$ cat config.mk
export PLATFORM = sky130hd
export DESIGN_NAME = dsu_header
export DESIGN_NICKNAME = d
export VERILOG_FILES = /design/src/dsu_pkg.sv /design/src/dsu_header.sv
export SDC_FILE = /design/constraint.sdc
export NUM_CORES = 1
export LEC_CHECK = 0
export BUFFER_PORTS_ARGS = -buffer_cell sky130_fd_sc_hd__buf_2
export CAP_MARGIN = 15
export CELL_PAD_IN_SITES_DETAIL_PLACEMENT = 1
export CELL_PAD_IN_SITES_GLOBAL_PLACEMENT = 1
export CORE_UTILIZATION = 44
export CTS_BUF_LIST = sky130_fd_sc_hd__clkbuf_8
export CTS_CLUSTER_DIAMETER = 30
export CTS_CLUSTER_SIZE = 16
export DETAILED_ROUTE_END_ITERATION = 16
export GPL_ROUTABILITY_DRIVEN = 0
export PLACE_DENSITY = 0.92
export SLEW_MARGIN = 20
export SYNTH_ARGS = -nofsm -noshare
export SYNTH_HDL_FRONTEND = slang
export SYNTH_SLANG_ARGS = --single-unit
$ cat constraint.sdc
create_clock -name clock -period 5.7 [get_ports clock]
set_input_delay 0.57 -clock clock [delete_from_list [all_inputs] [get_ports clock]]
set_output_delay 0.57 -clock clock [all_outputs]
set_load 0.005 [all_outputs]
$ cat src/dsu_pkg.sv
// Shared types, constants and helper functions of the DVB string to UTF-8 transcoder.
package dsu_pkg;

   // Table address layout
   localparam int ADDR_W      = 12;
   localparam int PART_STRIDE = 96;
   localparam int SINGLE_BASE = 1344;
   localparam int LONE_BASE   = 1440;
   localparam int PAIR_BASE   = 1456;
   localparam int PAIR_STRIDE = 52;
   localparam int CAP_W       = 10;

   // Request function codes
   localparam logic FN_TABLE = 1'b0;
   localparam logic FN_TEXT  = 1'b1;

   // Byte values of the selector and text decoding
   localparam logic [7:0] BYTE_SPACE    = 8'h20;
   localparam logic [7:0] BYTE_ASCII_HI = 8'h7F;
   localparam logic [7:0] BYTE_CTRL_HI  = 8'h9F;
   localparam logic [7:0] BYTE_HIGH_LO  = 8'hA0;
   localparam logic [7:0] BYTE_PFX_LO   = 8'hC0;
   localparam logic [7:0] BYTE_PFX_HI   = 8'hCF;
   localparam logic [7:0] BYTE_UP_LO    = 8'h41;
   localparam logic [7:0] BYTE_UP_HI    = 8'h5A;
   localparam logic [7:0] BYTE_LOW_LO   = 8'h61;
   localparam logic [7:0] BYTE_LOW_HI   = 8'h7A;
   localparam logic [7:0] SEL_UTF8      = 8'h15;
   localparam logic [7:0] SEL_DYNAMIC   = 8'h10;
   localparam logic [7:0] SEL_PART_LO   = 8'h01;
   localparam logic [7:0] SEL_PART_HI   = 8'h0B;
   localparam logic [7:0] SEL_PART_MAX  = 8'h0F;
   localparam logic [3:0] SEL_PART_OFS  = 4'd4;
   localparam logic [3:0] PART_POLISH   = 4'd2;
   localparam logic [3:0] PART_NONE     = 4'd12;

   // Status codes carried by an end marker
   localparam logic [2:0] ST_OK       = 3'd0;
   localparam logic [2:0] ST_BAD_SEL  = 3'd1;
   localparam logic [2:0] ST_OVERFLOW = 3'd2;
   localparam logic [2:0] ST_TRUNC    = 3'd3;
   localparam logic [2:0] ST_NO_TABLE = 3'd4;

   // Override modes
   localparam logic [1:0] OVR_NONE = 2'd0;
   localparam logic [1:0] OVR_8859 = 2'd1;
   localparam logic [1:0] OVR_6937 = 2'd2;
   localparam logic [1:0] OVR_UTF8 = 2'd3;

   // Configuration register indexes
   localparam logic [1:0] REG_OVERRIDE_MODE = 2'd0;
   localparam logic [1:0] REG_OVERRIDE_PART = 2'd1;
   localparam logic [1:0] REG_POLISH_AUTO   = 2'd2;
   localparam logic [1:0] REG_OUT_CAPACITY  = 2'd3;

   typedef enum logic [1:0] {
      CS_8859 = 2'd0,
      CS_6937 = 2'd1,
      CS_UTF8 = 2'd2,
      CS_NONE = 2'd3
   } charset_type;

   // Header parser phase
   typedef enum logic [3:0] {
      PH_IDLE = 4'b0001,
      PH_SEL2 = 4'b0010,
      PH_SEL3 = 4'b0100,
      PH_TEXT = 4'b1000
   } phase_type;

   typedef struct packed {
      charset_type cs;
      logic [3:0]  part;
   } cs_sel_type;

   typedef struct packed {
      logic [1:0]       override_mode;
      logic [3:0]       override_part;
      logic             polish_auto;
      logic [CAP_W-1:0] out_capacity;
   } cfg_type;

   // Work handed from the header stage to the emit stage
   typedef struct packed {
      logic       start;
      logic [2:0] err_cand;
      logic       text;
      logic       chk;
      logic       direct;
      logic       lookup;
      logic [7:0] data;
      logic       last;
      logic [2:0] last_cand;
   } desc_type;

   typedef struct packed {
      logic [7:0] out_byte;
      logic       end_marker;
      logic [2:0] status;
   } res_type;

   function automatic cs_sel_type select_part(input logic [3:0] p, input cs_sel_type cur);
      cs_sel_type r;
      r = cur;
      if (p == 4'd0 || p == PART_NONE) begin
         r.cs = CS_NONE;
      end else begin
         r.cs   = CS_8859;
         r.part = p;
      end
      return r;
   endfunction

   function automatic cs_sel_type apply_override(input cs_sel_type cur, input logic [1:0] mode,
                                                 input logic [3:0] opart);
      cs_sel_type r;
      r = cur;
      unique case (mode)
         OVR_8859: begin
            if (opart != 4'd0) r = select_part(opart, cur);
         end
         OVR_6937: r.cs = CS_6937;
         OVR_UTF8: r.cs = CS_UTF8;
         default:  r = cur;
      endcase
      return r;
   endfunction

endpackage

$ cat src/dsu_header.sv
// Header stage: selector parsing, charset and prefix state, table address generation.
module dsu_header (
   input  logic                       clock,
   input  logic                       reset,
   input  logic                       accept,
   input  logic [7:0]                 data_byte,
   input  logic                       first,
   input  logic                       last,
   input  dsu_pkg::cfg_type           cfg,
   output logic [dsu_pkg::ADDR_W-1:0] rd_addr,
   output dsu_pkg::desc_type          desc
);
   import dsu_pkg::*;

   phase_type   phase_ff, phase_in;
   cs_sel_type  sel_ff, sel_in;
   logic        pend_ff, pend_in;
   logic [7:0]  held_ff, held_in;

   logic            start;
   logic            do_text;
   logic [3:0]      row;
   logic [3:0]      tbl;
   logic [ADDR_W-1:0] addr;
   desc_type        d;

   assign start = first || (phase_ff == PH_IDLE);
   assign row   = held_ff[3:0];
   assign tbl   = (sel_in.part <= 4'd11) ? sel_in.part - 4'd1 : sel_in.part - 4'd2;

   // Decode one string byte against the current header state
   always_comb begin
      phase_in = phase_ff;
      sel_in   = sel_ff;
      pend_in  = pend_ff;
      held_in  = held_ff;
      do_text  = 1'b0;
      addr     = '0;
      d        = '0;
      d.data   = data_byte;
      d.last   = last;

      if (start) begin
         d.start  = 1'b1;
         pend_in  = 1'b0;
         held_in  = 8'd0;
         phase_in = PH_TEXT;
         if (data_byte >= BYTE_SPACE) begin
            if (cfg.polish_auto) sel_in = select_part(PART_POLISH, sel_ff);
            else sel_in.cs = CS_6937;
            sel_in  = apply_override(sel_in, cfg.override_mode, cfg.override_part);
            do_text = 1'b1;
         end else if (data_byte >= SEL_PART_LO && data_byte <= SEL_PART_HI) begin
            if (cfg.polish_auto && data_byte == SEL_PART_LO) sel_in.cs = CS_6937;
            else sel_in = select_part(data_byte[3:0] + SEL_PART_OFS, sel_ff);
            sel_in = apply_override(sel_in, cfg.override_mode, cfg.override_part);
         end else if (data_byte == SEL_DYNAMIC) begin
            phase_in = PH_SEL2;
         end else if (data_byte == SEL_UTF8) begin
            sel_in.cs = CS_UTF8;
            sel_in    = apply_override(sel_in, cfg.override_mode, cfg.override_part);
         end else begin
            d.err_cand = ST_BAD_SEL;
         end
      end else begin
         unique case (phase_ff)
            PH_SEL2: begin
               if (data_byte != 8'd0) d.err_cand = ST_BAD_SEL;
               phase_in = PH_SEL3;
            end
            PH_SEL3: begin
               if (data_byte == 8'd0 || data_byte > SEL_PART_MAX) begin
                  d.err_cand = ST_BAD_SEL;
               end else begin
                  sel_in = select_part(data_byte[3:0], sel_ff);
                  sel_in = apply_override(sel_in, cfg.override_mode, cfg.override_part);
               end
               phase_in = PH_TEXT;
            end
            default: do_text = 1'b1;
         endcase
      end

      // Classify a text byte and form its table address
      if (do_text) begin
         if (pend_in) begin
            pend_in = 1'b0;
            d.text  = 1'b1;
            if (data_byte == BYTE_SPACE) begin
               d.lookup = 1'b1;
               addr     = ADDR_W'(LONE_BASE) + ADDR_W'(row);
            end else if (data_byte >= BYTE_UP_LO && data_byte <= BYTE_UP_HI) begin
               d.lookup = 1'b1;
               addr     = ADDR_W'(PAIR_BASE) + ADDR_W'(row) * ADDR_W'(PAIR_STRIDE)
                        + ADDR_W'(data_byte - BYTE_UP_LO);
            end else if (data_byte >= BYTE_LOW_LO && data_byte <= BYTE_LOW_HI) begin
               d.lookup = 1'b1;
               addr     = ADDR_W'(PAIR_BASE) + ADDR_W'(row) * ADDR_W'(PAIR_STRIDE)
                        + ADDR_W'(data_byte - BYTE_LOW_LO) + ADDR_W'(26);
            end
         end else if (sel_in.cs == CS_NONE) begin
            d.err_cand = ST_NO_TABLE;
         end else begin
            d.text = 1'b1;
            d.chk  = 1'b1;
            if (sel_in.cs == CS_UTF8 || data_byte <= BYTE_ASCII_HI) begin
               d.direct = 1'b1;
            end else if (data_byte <= BYTE_CTRL_HI) begin
               d.direct = 1'b0;
            end else if (sel_in.cs == CS_8859) begin
               d.lookup = 1'b1;
               addr     = ADDR_W'(tbl) * ADDR_W'(PART_STRIDE)
                        + ADDR_W'(data_byte - BYTE_HIGH_LO);
            end else if (data_byte >= BYTE_PFX_LO && data_byte <= BYTE_PFX_HI) begin
               pend_in = 1'b1;
               held_in = data_byte;
            end else begin
               d.lookup = 1'b1;
               addr     = ADDR_W'(SINGLE_BASE) + ADDR_W'(data_byte - BYTE_HIGH_LO);
            end
         end
      end

      // Close the string
      if (last) begin
         if (phase_in == PH_SEL2 || phase_in == PH_SEL3) d.last_cand = ST_BAD_SEL;
         else if (pend_in) d.last_cand = ST_TRUNC;
         pend_in  = 1'b0;
         phase_in = PH_IDLE;
      end
   end

   // Advance header state on each accepted string byte
   always_ff @(posedge clock) begin
      if (reset) begin
         phase_ff <= PH_IDLE;
         sel_ff   <= '{cs: CS_8859, part: 4'd0};
         pend_ff  <= 1'b0;
         held_ff  <= 8'd0;
      end else if (accept) begin
         phase_ff <= phase_in;
         sel_ff   <= sel_in;
         pend_ff  <= pend_in;
         held_ff  <= held_in;
      end
   end

   assign rd_addr = addr;
   assign desc    = d;

endmodule

==> flow_summary_export.csv <==
group,metric,value,unit
route,drtPass1Iterations,7,
yosys,ys_types,75,
yosys,synth_ff_type,"dfxtp_1",
global_routing,gr-total-overflow,0,
global_routing,grt_pass1_wl,27.7,mm
yosys,synth.cell_area,0.00415,sq mm
setup_path,critical_path_arrival,5.42,ns
cts,clk-insertion-delay-late,0.29,ns
setup_path,worstSetupEndpointType,"primary output",
cts,numClockSinks,15,
yosys,synth_top_family_by_area,"compound AO/OA/AOI/OAI gates",
sta,worst_pin_slew,0.922,ns
setup_path,worst_ep_required_time,5.13,ns
power_and_ir_drop,p_per_area,210,mW/mm^2
run_status,violations,"setup timing",
yosys,synth-compound-area-share,30.9,%
global_routing,grt_max_degree,26,
sta,slew_violations,0,
sta,maxSlewHeadroom,37.7,%
yosys,ys_ff_latch,15,
setup_path,crit_path_max_fanout,5,
yosys,synthAdderAreaFrac,22.9,%
cts,cts_max_path_buffers,2,
yosys,synth.most_common_cell,"ha_1",
sta,setup_viol_count_final,3,
power_and_ir_drop,p_total,1.09,mW
cts,cts_tree,"built",
cts,cts_inserted_buffers,3,
sta,rsz0062_at_grt,"true",
yosys,synthXorXnorAreaFrac,9.30,%
route,drt_iter0_markers,582,
floorplan,initial_utilization,45.1,%
yosys,yosys-top-cells-count,"ha_1 (68), nor2_1 (54), inv_1 (41)",
yosys,syn_area_per_cell,7.43,sq um
sta,fin_skew,0.00284,ns
power_and_ir_drop,peakVddDrop,0.231,mV
place,place_hpwl,13.0,mm
setup_path,critPathKind,"input port to primary output",
power_and_ir_drop,p_leak,2.32,nW
floorplan,design.die.area,0.00981,sq mm
final_layout,nFillCells,1139,
final_layout,drive_gt1_share,28.3,%
floorplan,die_h,99.1,um
yosys,synth_top_area_share,20.5,%
floorplan,core.rowCount,35,
final_layout,utilization,56.4,%
setup_path,critPathLaunchType,"input port",
yosys,synth_area_leaders,"ha_1 (21%), dfxtp_1 (7.2%), xnor2_1 (6.8%)",
sta,period_minus_slack,5.99,ns
floorplan,top_level_ports,62,
route,wl_per_cell,27.6,um
sta,clock.fmax,0.167,GHz
sta,setup_slack,-0.294,ns
final_layout,finalNonFillerCells,755,
worst_hold_path,hold_class,"flip-flop to flip-flop",
route,via_count,5428,
final_layout,syn_to_final_growth,25.1,%
yosys,syn_inst,558,
yosys,synth_area_leader_cell,"ha_1",
route,drcViolationCount,0,
yosys,yosys_warnings,0,
cts,path_clk_slew,0.08,ns
final_layout,final_nets,747,
cts,clockRootBuffer,"clkbuf_8",
place,pre_cts_slack,-0.238,ns
global_routing,track_usage,36.0,%
yosys,synthMuxAreaShare,1.93,%
route,ant_nets,0,
route,routed_wl,20.8,mm
yosys,synthArstFlopShare,0,%
floorplan,die_x,99.1,um
sta,setup_tns,-0.544,ns
place,place_inst,736,
place,port_buffers,49,
run_status,status,"complete, but fails checks",
cts,htreeDepth,1,
yosys,seq_area_frac_synth,7.24,%
job,maxCapViolCount,0,
global_routing,grt_pass1_vias,5359,
sta,min_period_over_period,105,%
route,avgViaCountPerCell,7.19,
global_routing,antenna_found_initial,1,
floorplan,core_region_area,0.00920,sq mm
yosys,synth-simple-area-share,20.0,%
yosys,synth_edf_count,0,
sta,hold_viol,0,
==> area by class of cell <==
class,instances,area [sq um],area share [%]
Multi-Input combinational cell,473,3790,73.1
Timing Repair Buffer,110,748,14.4
Sequential cell,15,300,5.79
Inverter,41,154,2.97
Tap cell,111,139,2.68
Clock buffer,3,41.3,0.796
Clock inverter,1,7.51,0.145
Antenna cell,1,2.50,0.0483
==> critical path: stages <==
cell and delay (ns):
buf_2 0.15, inv_2 0.08, ha_1 0.22, nand2_1 0.24, a221oi_4 0.15, buf_6 0.16
buf_4 0.14, nor3_4 0.34, o221ai_1 0.29, o22ai_2 0.32, nand2_2 0.16, buf_4 0.17
o221a_4 0.28, fa_2 0.60, ha_4 0.21, a21o_1 0.20, a21oi_2 0.14, nor2_2 0.05
nor2_2 0.13, xnor2_2 0.11, nor4_2 0.43, a211oi_2 0.09, buf_2 0.17
==> logic make-up after synthesis <==
| kind of cell | Yosys count |
|---|---|
| compound gates | 180 |
| xor+xnor | 44 |
| fa+ha+maj | 73 |
| buf+inv | 71 |
| flops | 15 |
| mux | 8 |
| other cells | 1 |
| simple gates | 166 |
==> stage by stage <==
| step | hold slack [ns] | area [sq um] |
|---|---|---|
| 2_1_floorplan | 0.471 | 4150 |
| 3_3_place_gp | 0.489 | 4730 |
| 3_5_place_dp | 0.507 | 4730 |
| 4_1_cts | 0.516 | 4890 |
| 5_1_grt | 0.559 | 5180 |
| 6_report | 0.545 | 5190 |
==> where the power goes <==
group | switching (mW) | total (mW) | leakage, nW | internal (mW)
clock | 0.0635 | 0.113 | 0.0217 | 0.0499
combinational | 0.480 | 0.860 | 2.18 | 0.381
sequential | 0.00823 | 0.118 | 0.123 | 0.109
==> what timing repair did <==
action                     CTS  global route
resized for setup           20            51
buffers inserted             6             9
hold buffers                 0             0
gates cloned                 0             0
setup endpoints to repair    3             4
pin swaps                   13            26
==> layout by cell type (no fill, tap or decap), types with 5 or more instances in the layout <==
cell type  count
nor2b_1        6
a21oi_1       31
nand3_1        7
o211ai_1      11
inv_1         36
buf_2         45
o22ai_1        6
o21ai_2        6
o21ai_0       23
or3_1          6
o21a_1         5
a21oi_2        6
o31ai_1        5
mux2i_1        8
o221ai_1       5
dfxtp_1       15
inv_2          5
a211oi_1       6
nor3_1         9
nor2_1        52
o31a_1         5
nand2b_1       8
buf_4         58
a31oi_1        6
xor2_1        11
ha_1          61
nand2_1       38
a21o_1        13
xnor2_1       30
==> state kept, by name, summed over array words and instances (netlist names) <==
register	flops
phase_ff	4
pend_ff	1
held_ff	4
sel_ff	6
==> path summary, 6_finish.rpt <==
path | startpoint | end | slack [ns] | cells past startpoint
setup / recovery | data_byte[3] | rd_addr[10] | -0.29 | 23
hold / removal | pend_ff$_SDFFE_PP0P_ | pend_ff$_SDFFE_PP0P_ | 0.55 | 2
setup reg to reg | phase_ff[2]$_SDFFE_PP0P_ | held_ff[3]$_SDFFE_PP0P_ | 1.93 | 10
hold reg to reg | pend_ff$_SDFFE_PP0P_ | pend_ff$_SDFFE_PP0P_ | 0.55 | 2
==> layer usage <==
metal  track usage [%]  routed length [um]  share of wire (%)  up-vias
li1                  -                   -                  -     2205
met1              42.3                7570                 36     2530
met2              61.0                9200                 44      498
met3              7.59                2330                 11      195
met4              19.8                1750                8.4        0
met5              2.56                   0                  0        -
No activity file was read; power rests on OpenSTA's default activity.
