===== src/dsu_pkg.sv =====
// Shared types, constants and helper functions of the DVB string to UTF-8 transcoder.
package dsu_pkg;

   // Table address layout
   localparam int ADDR_W      = 12;
   localparam int PART_STRIDE = 96;
   localparam int SINGLE_BASE = 1344;
   localparam int LONE_BASE   = 1440;
   localparam int PAIR_BASE   = 1456;
   localparam int PAIR_STRIDE = 52;
   localparam int CAP_W       = 10;

   // Request function codes
   localparam logic FN_TABLE = 1'b0;
   localparam logic FN_TEXT  = 1'b1;

   // Byte values of the selector and text decoding
   localparam logic [7:0] BYTE_SPACE    = 8'h20;
   localparam logic [7:0] BYTE_ASCII_HI = 8'h7F;
   localparam logic [7:0] BYTE_CTRL_HI  = 8'h9F;
   localparam logic [7:0] BYTE_HIGH_LO  = 8'hA0;
   localparam logic [7:0] BYTE_PFX_LO   = 8'hC0;
   localparam logic [7:0] BYTE_PFX_HI   = 8'hCF;
   localparam logic [7:0] BYTE_UP_LO    = 8'h41;
   localparam logic [7:0] BYTE_UP_HI    = 8'h5A;
   localparam logic [7:0] BYTE_LOW_LO   = 8'h61;
   localparam logic [7:0] BYTE_LOW_HI   = 8'h7A;
   localparam logic [7:0] SEL_UTF8      = 8'h15;
   localparam logic [7:0] SEL_DYNAMIC   = 8'h10;
   localparam logic [7:0] SEL_PART_LO   = 8'h01;
   localparam logic [7:0] SEL_PART_HI   = 8'h0B;
   localparam logic [7:0] SEL_PART_MAX  = 8'h0F;
   localparam logic [3:0] SEL_PART_OFS  = 4'd4;
   localparam logic [3:0] PART_POLISH   = 4'd2;
   localparam logic [3:0] PART_NONE     = 4'd12;

   // Status codes carried by an end marker
   localparam logic [2:0] ST_OK       = 3'd0;
   localparam logic [2:0] ST_BAD_SEL  = 3'd1;
   localparam logic [2:0] ST_OVERFLOW = 3'd2;
   localparam logic [2:0] ST_TRUNC    = 3'd3;
   localparam logic [2:0] ST_NO_TABLE = 3'd4;

   // Override modes
   localparam logic [1:0] OVR_NONE = 2'd0;
   localparam logic [1:0] OVR_8859 = 2'd1;
   localparam logic [1:0] OVR_6937 = 2'd2;
   localparam logic [1:0] OVR_UTF8 = 2'd3;

   // Configuration register indexes
   localparam logic [1:0] REG_OVERRIDE_MODE = 2'd0;
   localparam logic [1:0] REG_OVERRIDE_PART = 2'd1;
   localparam logic [1:0] REG_POLISH_AUTO   = 2'd2;
   localparam logic [1:0] REG_OUT_CAPACITY  = 2'd3;

   typedef enum logic [1:0] {
      CS_8859 = 2'd0,
      CS_6937 = 2'd1,
      CS_UTF8 = 2'd2,
      CS_NONE = 2'd3
   } charset_type;

   // Header parser phase
   typedef enum logic [3:0] {
      PH_IDLE = 4'b0001,
      PH_SEL2 = 4'b0010,
      PH_SEL3 = 4'b0100,
      PH_TEXT = 4'b1000
   } phase_type;

   typedef struct packed {
      charset_type cs;
      logic [3:0]  part;
   } cs_sel_type;

   typedef struct packed {
      logic [1:0]       override_mode;
      logic [3:0]       override_part;
      logic             polish_auto;
      logic [CAP_W-1:0] out_capacity;
   } cfg_type;

   // Work handed from the header stage to the emit stage
   typedef struct packed {
      logic       start;
      logic [2:0] err_cand;
      logic       text;
      logic       chk;
      logic       direct;
      logic       lookup;
      logic [7:0] data;
      logic       last;
      logic [2:0] last_cand;
   } desc_type;

   typedef struct packed {
      logic [7:0] out_byte;
      logic       end_marker;
      logic [2:0] status;
   } res_type;

   function automatic cs_sel_type select_part(input logic [3:0] p, input cs_sel_type cur);
      cs_sel_type r;
      r = cur;
      if (p == 4'd0 || p == PART_NONE) begin
         r.cs = CS_NONE;
      end else begin
         r.cs   = CS_8859;
         r.part = p;
      end
      return r;
   endfunction

   function automatic cs_sel_type apply_override(input cs_sel_type cur, input logic [1:0] mode,
                                                 input logic [3:0] opart);
      cs_sel_type r;
      r = cur;
      unique case (mode)
         OVR_8859: begin
            if (opart != 4'd0) r = select_part(opart, cur);
         end
         OVR_6937: r.cs = CS_6937;
         OVR_UTF8: r.cs = CS_UTF8;
         default:  r = cur;
      endcase
      return r;
   endfunction

endpackage


===== src/dsu_emit.sv =====
// Emit stage: error and space tracking, UTF-8 encoding and the output beat serializer.
module dsu_emit (
   input  logic                      clock,
   input  logic                      reset,
   input  logic                      load,
   input  dsu_pkg::desc_type         desc_in,
   input  logic [15:0]               rd_data,
   input  logic [dsu_pkg::CAP_W-1:0] capacity,
   output logic                      up_stall,
   output logic                      rsp_valid,
   input  logic                      rsp_stall,
   output logic [7:0]                rsp_out_byte,
   output logic                      rsp_end_marker,
   output logic [2:0]                rsp_status,
   output logic                      rsp_run_last
);
   import dsu_pkg::*;

   desc_type         desc_ff;
   logic             dvalid_ff, dvalid_in;
   logic [2:0]       err_ff, err_in;
   logic [CAP_W-1:0] space_ff, space_in;
   res_type          ser_ff [4];
   res_type          ser_in [4];
   logic [2:0]       cnt_ff, cnt_in;

   logic       pop;
   logic       ser_free;
   logic       fire;
   logic [1:0] len;
   logic [1:0] nd;
   res_type    grp [4];
   logic [2:0] grp_n;

   assign pop      = (cnt_ff != 3'd0) && !rsp_stall;
   assign ser_free = (cnt_ff == 3'd0) || (cnt_ff == 3'd1 && pop);
   assign fire     = dvalid_ff && ser_free;
   assign up_stall = dvalid_ff && !fire;
   assign len      = (rd_data <= 16'h007F) ? 2'd1 : ((rd_data <= 16'h07FF) ? 2'd2 : 2'd3);

   // Work out the results of one byte
   always_comb begin
      err_in   = desc_ff.start ? ST_OK : err_ff;
      space_in = desc_ff.start ? capacity : space_ff;
      nd       = 2'd0;
      for (int i = 0; i < 4; i++) grp[i] = '0;

      if (desc_ff.err_cand != ST_OK && err_in == ST_OK) err_in = desc_ff.err_cand;

      if (err_in == ST_OK && desc_ff.text) begin
         if (desc_ff.chk && space_in == '0) begin
            err_in = ST_OVERFLOW;
         end else if (desc_ff.direct) begin
            grp[0].out_byte = desc_ff.data;
            nd       = 2'd1;
            space_in = space_in - CAP_W'(1);
         end else if (desc_ff.lookup && rd_data != 16'd0) begin
            if (CAP_W'(len) > space_in) begin
               err_in = ST_OVERFLOW;
            end else begin
               unique case (len)
                  2'd1: grp[0].out_byte = rd_data[7:0];
                  2'd2: begin
                     grp[0].out_byte = {3'b110, rd_data[10:6]};
                     grp[1].out_byte = {2'b10, rd_data[5:0]};
                  end
                  default: begin
                     grp[0].out_byte = {4'b1110, rd_data[15:12]};
                     grp[1].out_byte = {2'b10, rd_data[11:6]};
                     grp[2].out_byte = {2'b10, rd_data[5:0]};
                  end
               endcase
               nd       = len;
               space_in = space_in - CAP_W'(len);
            end
         end
      end

      // Append the end marker after the data beats
      if (desc_ff.last) begin
         if (desc_ff.last_cand != ST_OK && err_in == ST_OK) err_in = desc_ff.last_cand;
         grp[nd] = '{out_byte: 8'd0, end_marker: 1'b1, status: err_in};
      end
      grp_n = {1'b0, nd} + {2'b00, desc_ff.last};
   end

   // Load a new group or shift out one beat
   always_comb begin
      cnt_in = cnt_ff;
      for (int i = 0; i < 4; i++) ser_in[i] = ser_ff[i];
      if (fire) begin
         cnt_in = grp_n;
         for (int i = 0; i < 4; i++) ser_in[i] = grp[i];
      end else if (pop) begin
         cnt_in    = cnt_ff - 3'd1;
         ser_in[0] = ser_ff[1];
         ser_in[1] = ser_ff[2];
         ser_in[2] = ser_ff[3];
      end
      dvalid_in = load ? 1'b1 : (fire ? 1'b0 : dvalid_ff);
   end

   // Control state
   always_ff @(posedge clock) begin
      if (reset) begin
         dvalid_ff <= 1'b0;
         cnt_ff    <= 3'd0;
         err_ff    <= ST_OK;
         space_ff  <= '0;
      end else begin
         dvalid_ff <= dvalid_in;
         cnt_ff    <= cnt_in;
         if (fire) begin
            err_ff   <= err_in;
            space_ff <= space_in;
         end
      end
   end

   // Payload registers
   always_ff @(posedge clock) begin
      if (load) desc_ff <= desc_in;
      for (int i = 0; i < 4; i++) ser_ff[i] <= ser_in[i];
   end

   assign rsp_valid      = (cnt_ff != 3'd0);
   assign rsp_out_byte   = ser_ff[0].out_byte;
   assign rsp_end_marker = ser_ff[0].end_marker;
   assign rsp_status     = ser_ff[0].status;
   assign rsp_run_last   = (cnt_ff == 3'd1);

endmodule

===== config.mk =====
export PLATFORM = sky130hd
export DESIGN_NAME = dsu_emit
export DESIGN_NICKNAME = d
export VERILOG_FILES = /design/src/dsu_pkg.sv /design/src/dsu_emit.sv
export SDC_FILE = /design/constraint.sdc
export NUM_CORES = 1
export LEC_CHECK = 0
export ABC_AREA = 0
export BUFFER_PORTS_ARGS = -buffer_cell sky130_fd_sc_hd__buf_2
export CELL_PAD_IN_SITES_DETAIL_PLACEMENT = 2
export CELL_PAD_IN_SITES_GLOBAL_PLACEMENT = 2
export CORE_MARGIN = 2
export CORE_UTILIZATION = 39
export CTS_CLUSTER_SIZE = 14
export DETAILED_ROUTE_END_ITERATION = 10
export GPL_TIMING_DRIVEN = 0
export PLACE_DENSITY = 0.88
export SYNTH_ARGS = -nofsm -noshare
export SYNTH_HDL_FRONTEND = slang
export SYNTH_SLANG_ARGS = --single-unit

===== constraint.sdc =====
create_clock -name clock -period 8.2 [get_ports clock]
set_input_delay 1.64 -clock clock [delete_from_list [all_inputs] [get_ports clock]]
set_output_delay 1.64 -clock clock [all_outputs]
set_load 0.01 [all_outputs]

==> results of run 1 <==
-- worst max-delay path by stage --
| stage | startpoint | to | slack (ns) |
|---|---|---|---|
| 4_1_cts | rd_data[14] | ser_ff[2][8]$_SDFFCE_PN0P_ | 2.72 |
| 6_report | rd_data[14] | ser_ff[2][8]$_SDFFCE_PN0P_ | 2.59 |
| 2_1_floorplan | rd_data[14] | ser_ff[1][1]$_DFFE_PP_ | 3.78 |
| 3_5_place_dp | rd_data[14] | ser_ff[2][8]$_SDFFCE_PN0P_ | 2.51 |
| 5_1_grt | rd_data[14] | ser_ff[2][8]$_SDFFCE_PN0P_ | 2.33 |
| 3_3_place_gp | rd_data[14] | ser_ff[2][8]$_SDFFCE_PN0P_ | 2.89 |
-- sequential cells by signal, summed over array words and instances (netlist names) --
| register | count |
|---|---|
| cnt_ff | 3 |
| desc_ff | 20 |
| dvalid_ff | 1 |
| err_ff | 3 |
| ser_ff | 38 |
| space_ff | 10 |
-- worst reg2reg max path, stage by stage, from the launching register on --
cell and delay [ns]:
edfxtp_1 0.48, buf_6 0.19, mux2_2 0.28, inv_1 0.10, ha_1 0.23, inv_1 0.10
fa_1 0.22, o21ba_2 0.20, and2_2 0.21, nor4_1 0.53, nand2_1 0.32, a21oi_1 0.51
and2_1 0.24
-- through the flow --
step                instances  instance area [sq um]  hold slack [ns]  power (mW)  worst slack, ns
finish                    598                   4661           0.4795       1.350            2.587
global route              598                   4661           0.5061       1.422            2.332
CTS                       598                   4661           0.4770       1.354            2.717
detailed placement        582                   4425           0.4582      0.9989            2.510
global placement          582                   4425           0.4406      0.9500            2.895
floorplan                 385                   3939           0.4212      0.8342            3.775
-- routing by layer --
metal	GRT usage	part of all wire
met1	0.3095	0.40
met2	0.4804	0.53
met3	0.04010	0.046
met4	0.09266	0.021
met5	0	0
-- cell families after synthesis --
logic type,count (synthesis),share of synthesized area
adder cells (fa/ha/maj),9,0.03050
buffers and inverters,33,0.03462
XOR/XNOR,4,0.008896
flip-flops,75,0.5286
AO/OA/AOI/OAI,118,0.1979
multiplexers,10,0.02700
AND/OR/NAND/NOR,136,0.1725
-- power by group through the flow --
| stage | Clock [mW] | Combinational [mW] | Sequential (mW) |
|---|---|---|---|
| floorplan | 0 | 0.227 | 0.607 |
| global placement | 0 | 0.355 | 0.595 |
| detailed placement | 0 | 0.391 | 0.608 |
| CTS | 0.349 | 0.401 | 0.603 |
| global route | 0.366 | 0.443 | 0.613 |
| finish | 0.349 | 0.399 | 0.602 |
-- final cells by class --
type                    instances  area (sq um)
fillers                      1054          5114
flip-flops and latches         75          2082
multi-input cells             277          1720
repair buffers                 64         320.3
well taps                     133         166.4
clock buffers                  11         152.6
clock inverters                 5         82.58
plain buffers                  16         72.57
inverters                      17         63.81
-- cells in the final DEF, fill, tap and decap left out, drive strengths merged, types with 4 or more instances in the layout --
cell type  instances
inv               18
nor3               9
or3                5
edfxtp            58
buf               69
o21bai             4
nor2              20
or3b               4
and2              10
a21oi             19
nand2             56
a22oi             12
nand2b             4
nand3              6
a211oi             7
mux2i              5
clkbuf            22
dfxtp             17
o21ai             40
nor4               6
ha                 8
nand4              5
mux2               5
==> qor.txt, run 1 <==
Synthesis Warnings: 0
Net Count, Synth: 444
sequential cell area fraction in the yosys report: 0.5286
CTS sink count: 75
input/output buffers: 64
Root Driver: clkbuf_8
sequential power share: 0.446
fin crit period: 5.613 ns
Worst Max-Slew Pin Slew: 0.8785 ns
Sw Pwr: 0.4742 mW
worst path required time: 8.42 ns
Main synth FF type: edfxtp_1
Post-synth EDFFs: 58
min-delay src: space_ff[0]$_SDFFE_PP0P_
hpwl dp: 9803 um
largest net degree at the start of global routing: 35
Worst R2R Setup Slack: 4.46 ns
Clk Latency, worst-skew pair: 0.36 ns
post-CTS setup buffer count: 0
Sw Ratio: 0.3512
VDD IR max: 106.8 uV
via count of the first global-routing pass: 3921
Hold Path Class: reg -> reg
# setup viols final: 0
drt first pass iters: 4
final core occ: 0.4768
leakage: 1.838 nW
hold depth: 2
clk_skew: 0.007127 ns
Crit path depth: 14
Clock Path Buffers: 2
top-count cell post-synth: edfxtp_1
detailed-route wire length: 13790 um
Placer Congestion: 0.8536
DRC: 0
post-synth top area cell: edfxtp_1
post-DR wirelength/cell: 23.06 um
WP buf/inv: 3
Gate power share: 0.296
1st-iter DRT viols: 155
status: finished clean
hold worst-path end: space_ff[0]$_SDFFE_PP0P_
RSZ-0062 raised after global routing: false
Post-CTS Hold Fix Bufs: 0
Post-CTS Resized: 0
Fin. Hold Viols: 0
total die area: 0.01092 sq mm
gr usage total: 0.2624
row count: 36
Vias: 3451
CTS Buf Count: 9
CTS clk-pin slew, worst paths: 0.08 ns
Cells after Synth: 385
cell with the largest stage delay on the worst path: nor2_1
antenna violations before repair: 0
Inserted Diodes: 0
max-slew violations: 0
Starting Density: 0.4030
layout cells sized above 1: 0.2151
clock power share: 0.258
Vias/cell: 5.771
Worst setup EP type: flop
P&R area growth vs syn: 18.33%
P_int: 0.8759 mW
CP startpoint kind: primary input
Synth Area per Inst: 10.23 sq um
headroom to the max-slew limit: 0.4098
first-pass GRT wire length: 21940 um
cells on worst reg2reg path: 12
max cap viols: 0
kind of critical path: in -> reg
die height: 104.5 um
synth unique cells: 66
Reg2Reg Launch Point: desc_ff[19]$_DFFE_PP_
family with the most delay on the worst path: simple AND/OR/NAND/NOR gates
fin crit share: 0.6845
post-synth top area share: 0.4422
TNS Setup: 0 ns
Post-synth top cells: edfxtp_1 (58), nand2_1 (55), o21ai_0 (38)
top cells by area, synth: edfxtp_1 (44%), dfxtp_1 (8.6%), nand2_1 (5.2%)
global route overflow: 0
critical path cell sequence: buf_2 > nor4_1 > nand2_1 > nor2_1 > inv_1 > ha_1 > inv_1 > fa_1 > o21ba_2 > and2_2 > nor4_1 > nand2_1 > a21oi_1 > and2_1
post-synthesis register bit count: 75
Max Freq: 178.2 MHz
Critical Path AT: 5.83 ns
synthesized area: 0.003939 sq mm
# IOs: 65
Routed Antenna Nets: 0
CP Max Fanout: 8
TritonCTS clock tree: built
Worst R2R End: ser_ff[2][8]$_SDFFCE_PN0P_
final net count: 519
core region area: 0.009774 sq mm
power density over cell area: 289.7 mW/mm^2
H-tree depth: 3
die width: 104.5 um
share of flip-flops with an asynchronous set or reset: 0
Critical Path Max Stage Delay: 0.62 ns
Note: power is estimated with default switching activity, not from simulation.
==> run 2: changes to the inputs <==
Settings changed: CORE_UTILIZATION 39 to 32, PLACE_DENSITY 0.88 to 0.77.
Clock period 8.2 ns to 5.1 ns, I/O delays scaled along.
==> qor.txt, run 2 (synthesis gave the netlist of run 1 again) <==
Area after DPL: 0.004443 sq mm (was 0.004425 sq mm)
antenna violations before repair: 0 (unchanged)
Vias/cell: 5.405 (was 5.771)
final non-filler cell total: 612 (was 598)
first-pass GRT wire length: 18770 um (was 21940 um)
core region area: 0.01201 sq mm (was 0.009774 sq mm)
# setup viols final: 0 (unchanged)
max reg flops: 38 (unchanged)
Finished Cell Area: 0.004746 sq mm (was 0.004661 sq mm)
status: finished clean (unchanged)
CTS Buf Count: 9 (unchanged)
leakage: 1.865 nW (was 1.838 nW)
TritonCTS clock tree: built (unchanged)
Post-CTS Hold Fix Bufs: 0 (unchanged)
headroom to the max-slew limit: 0.4487 (was 0.4098)
largest net degree at the start of global routing: 35 (unchanged)
max-slew violations: 0 (unchanged)
Place WS: 0.3008 ns (was 2.510 ns)
die height: 114.9 um (was 104.5 um)
top flop regs: ser_ff: 38 flops, desc_ff: 20 flops, space_ff: 10 flops (unchanged)
Worst setup EP type: flop (unchanged)
Post-CTS Resized: 0 (unchanged)
total die area: 0.01321 sq mm (was 0.01092 sq mm)
Hold Path Class: reg -> reg (unchanged)
WP buf/inv: 3 (unchanged)
final core occ: 0.3951 (was 0.4768)
TNS Setup: 0 ns (unchanged)
row count: 40 (was 36)
fin crit period: 4.442 ns
# IOs: 65 (unchanged)
Routed Antenna Nets: 0 (unchanged)
Vias: 3308 (was 3451)
most frequent cells in the layout: buf_2 (67), edfxtp_1 (58), nand2_1 (55), o21ai_0 (38), nor2_1 (20) (unchanged)
final net count: 519 (unchanged)
critical path cell sequence: buf_2 > nor4_1 > nand2_1 > nor2_1 > inv_1 > ha_1 > inv_1 > fa_1 > o21ba_2 > and2_2 > nor4_1 > nand2_1 > a21oi_1 > and2_1 (unchanged)
P&R area growth vs syn: 20.49% (was 18.33%)
post-DR wirelength/cell: 19.29 um (was 23.06 um)
kind of critical path: in -> reg (unchanged)
layout cells sized above 1: 0.2172 (was 0.2151)
global route overflow: 0 (unchanged)
Inserted Diodes: 0 (unchanged)
drt first pass iters: 4 (unchanged)
Clk Latency, worst-skew pair: 0.35 ns (was 0.36 ns)
family with the most delay on the worst path: simple AND/OR/NAND/NOR gates (unchanged)
Placer Congestion: 0.8463 (was 0.8536)
Final WS setup: 0.6578 ns (was 2.587 ns)
input/output buffers: 64 (unchanged)
clk_skew: 0.008172 ns (was 0.007127 ns)
Fin Hold WS: 0.4704 ns (was 0.4795 ns)
gr usage total: 0.1891 (was 0.2624)
CTS clk-pin slew, worst paths: 0.07 ns (was 0.08 ns)
CP startpoint kind: primary input (unchanged)
overall power: 2.218 mW (was 1.350 mW)
cell with the largest stage delay on the worst path: nor2_1 (unchanged)
Root Driver: clkbuf_16 (was clkbuf_8)
commonest non-fill, non-tap cell in the layout: buf_2 (unchanged)
placed insts: 596 (was 582)
Max Freq: 225.1 MHz
Starting Density: 0.3279 (was 0.4030)
max cap viols: 0 (unchanged)
power density over cell area: 467.4 mW/mm^2 (was 289.7 mW/mm^2)
1st-iter DRT viols: 145 (was 155)
Clock Path Buffers: 2 (unchanged)
CP Max Fanout: 8 (unchanged)
hpwl dp: 8783 um (was 9803 um)
Biggest register: ser_ff (unchanged)
post-CTS setup buffer count: 0 (unchanged)
worst path required time: 5.32 ns (was 8.42 ns)
fin crit share: 0.8710
RSZ-0062 raised after global routing: false (unchanged)
Critical Path Max Stage Delay: 0.51 ns (was 0.62 ns)
Fin. Hold Viols: 0 (unchanged)
H-tree depth: 3 (unchanged)
DRC: 0 (unchanged)
Worst Max-Slew Pin Slew: 0.8269 ns (was 0.8785 ns)
die width: 114.9 um (was 104.5 um)
Critical Path AT: 4.66 ns (was 5.83 ns)
CTS sink count: 75 (unchanged)
detailed-route wire length: 11810 um (was 13790 um)
VDD IR max: 159.3 uV (was 106.8 uV)
via count of the first global-routing pass: 3568 (was 3921)
run 2: cell types whose count changed in the layout (fill, tap and decap cells not counted), sizes merged:
| cell | delta |
|---|---|
| bufinv | -1 |
| clkbuf | -2 |
| clkinvlp | +1 |
| clkinv | +2 |
run 2: worst paths after layout:
check | from | endpoint | slack (ns) | cells past startpoint
setup / recovery | rd_data[14] | ser_ff[2][7]$_SDFFCE_PN0P_ | 0.66 | 14
hold / removal | space_ff[0]$_SDFFE_PP0P_ | space_ff[0]$_SDFFE_PP0P_ | 0.47 | 2
setup reg to reg | desc_ff[19]$_DFFE_PP_ | ser_ff[0][6]$_DFFE_PP_ | 1.67 | 11
hold reg to reg | space_ff[0]$_SDFFE_PP0P_ | space_ff[0]$_SDFFE_PP0P_ | 0.47 | 2
run 2: routing by layer:
| metal | share of wire | track usage | routed length [um] | up-vias |
|---|---|---|---|---|
| li1 | - | - | - | 1597 |
| met1 | 0.45 | 0.2280 | 5257 | 1645 |
| met2 | 0.51 | 0.3322 | 5979 | 50 |
| met3 | 0.028 | 0.03690 | 332 | 16 |
| met4 | 0.020 | 0.07550 | 239 | 0 |
| met5 | 0 | 0 | 0 | - |
run 2: worst min-delay path, cell delays in order, from the launching register on:
cell and delay, ns:
dfxtp_1 0.33, nand2_1 0.05, o21ai_0 0.06
run 2: final cells by class:
class / count / area [sq um]
multi-input cells: 277 / 1720
well taps: 147 / 183.9
flip-flops and latches: 75 / 2082
inverters: 17 / 63.81
fillers: 1312 / 7266
repair buffers: 64 / 320.3
clock buffers: 9 / 225.2
clock inverters: 7 / 77.57
plain buffers: 16 / 72.57
run 2: power by group:
part / switching, mW / leakage, nW / internal [mW]
clock: 0.278 / 0.146 / 0.382
sequential: 0.0613 / 0.705 / 0.892
combinational: 0.397 / 1.01 / 0.207
total: 0.737 / 1.87 / 1.48
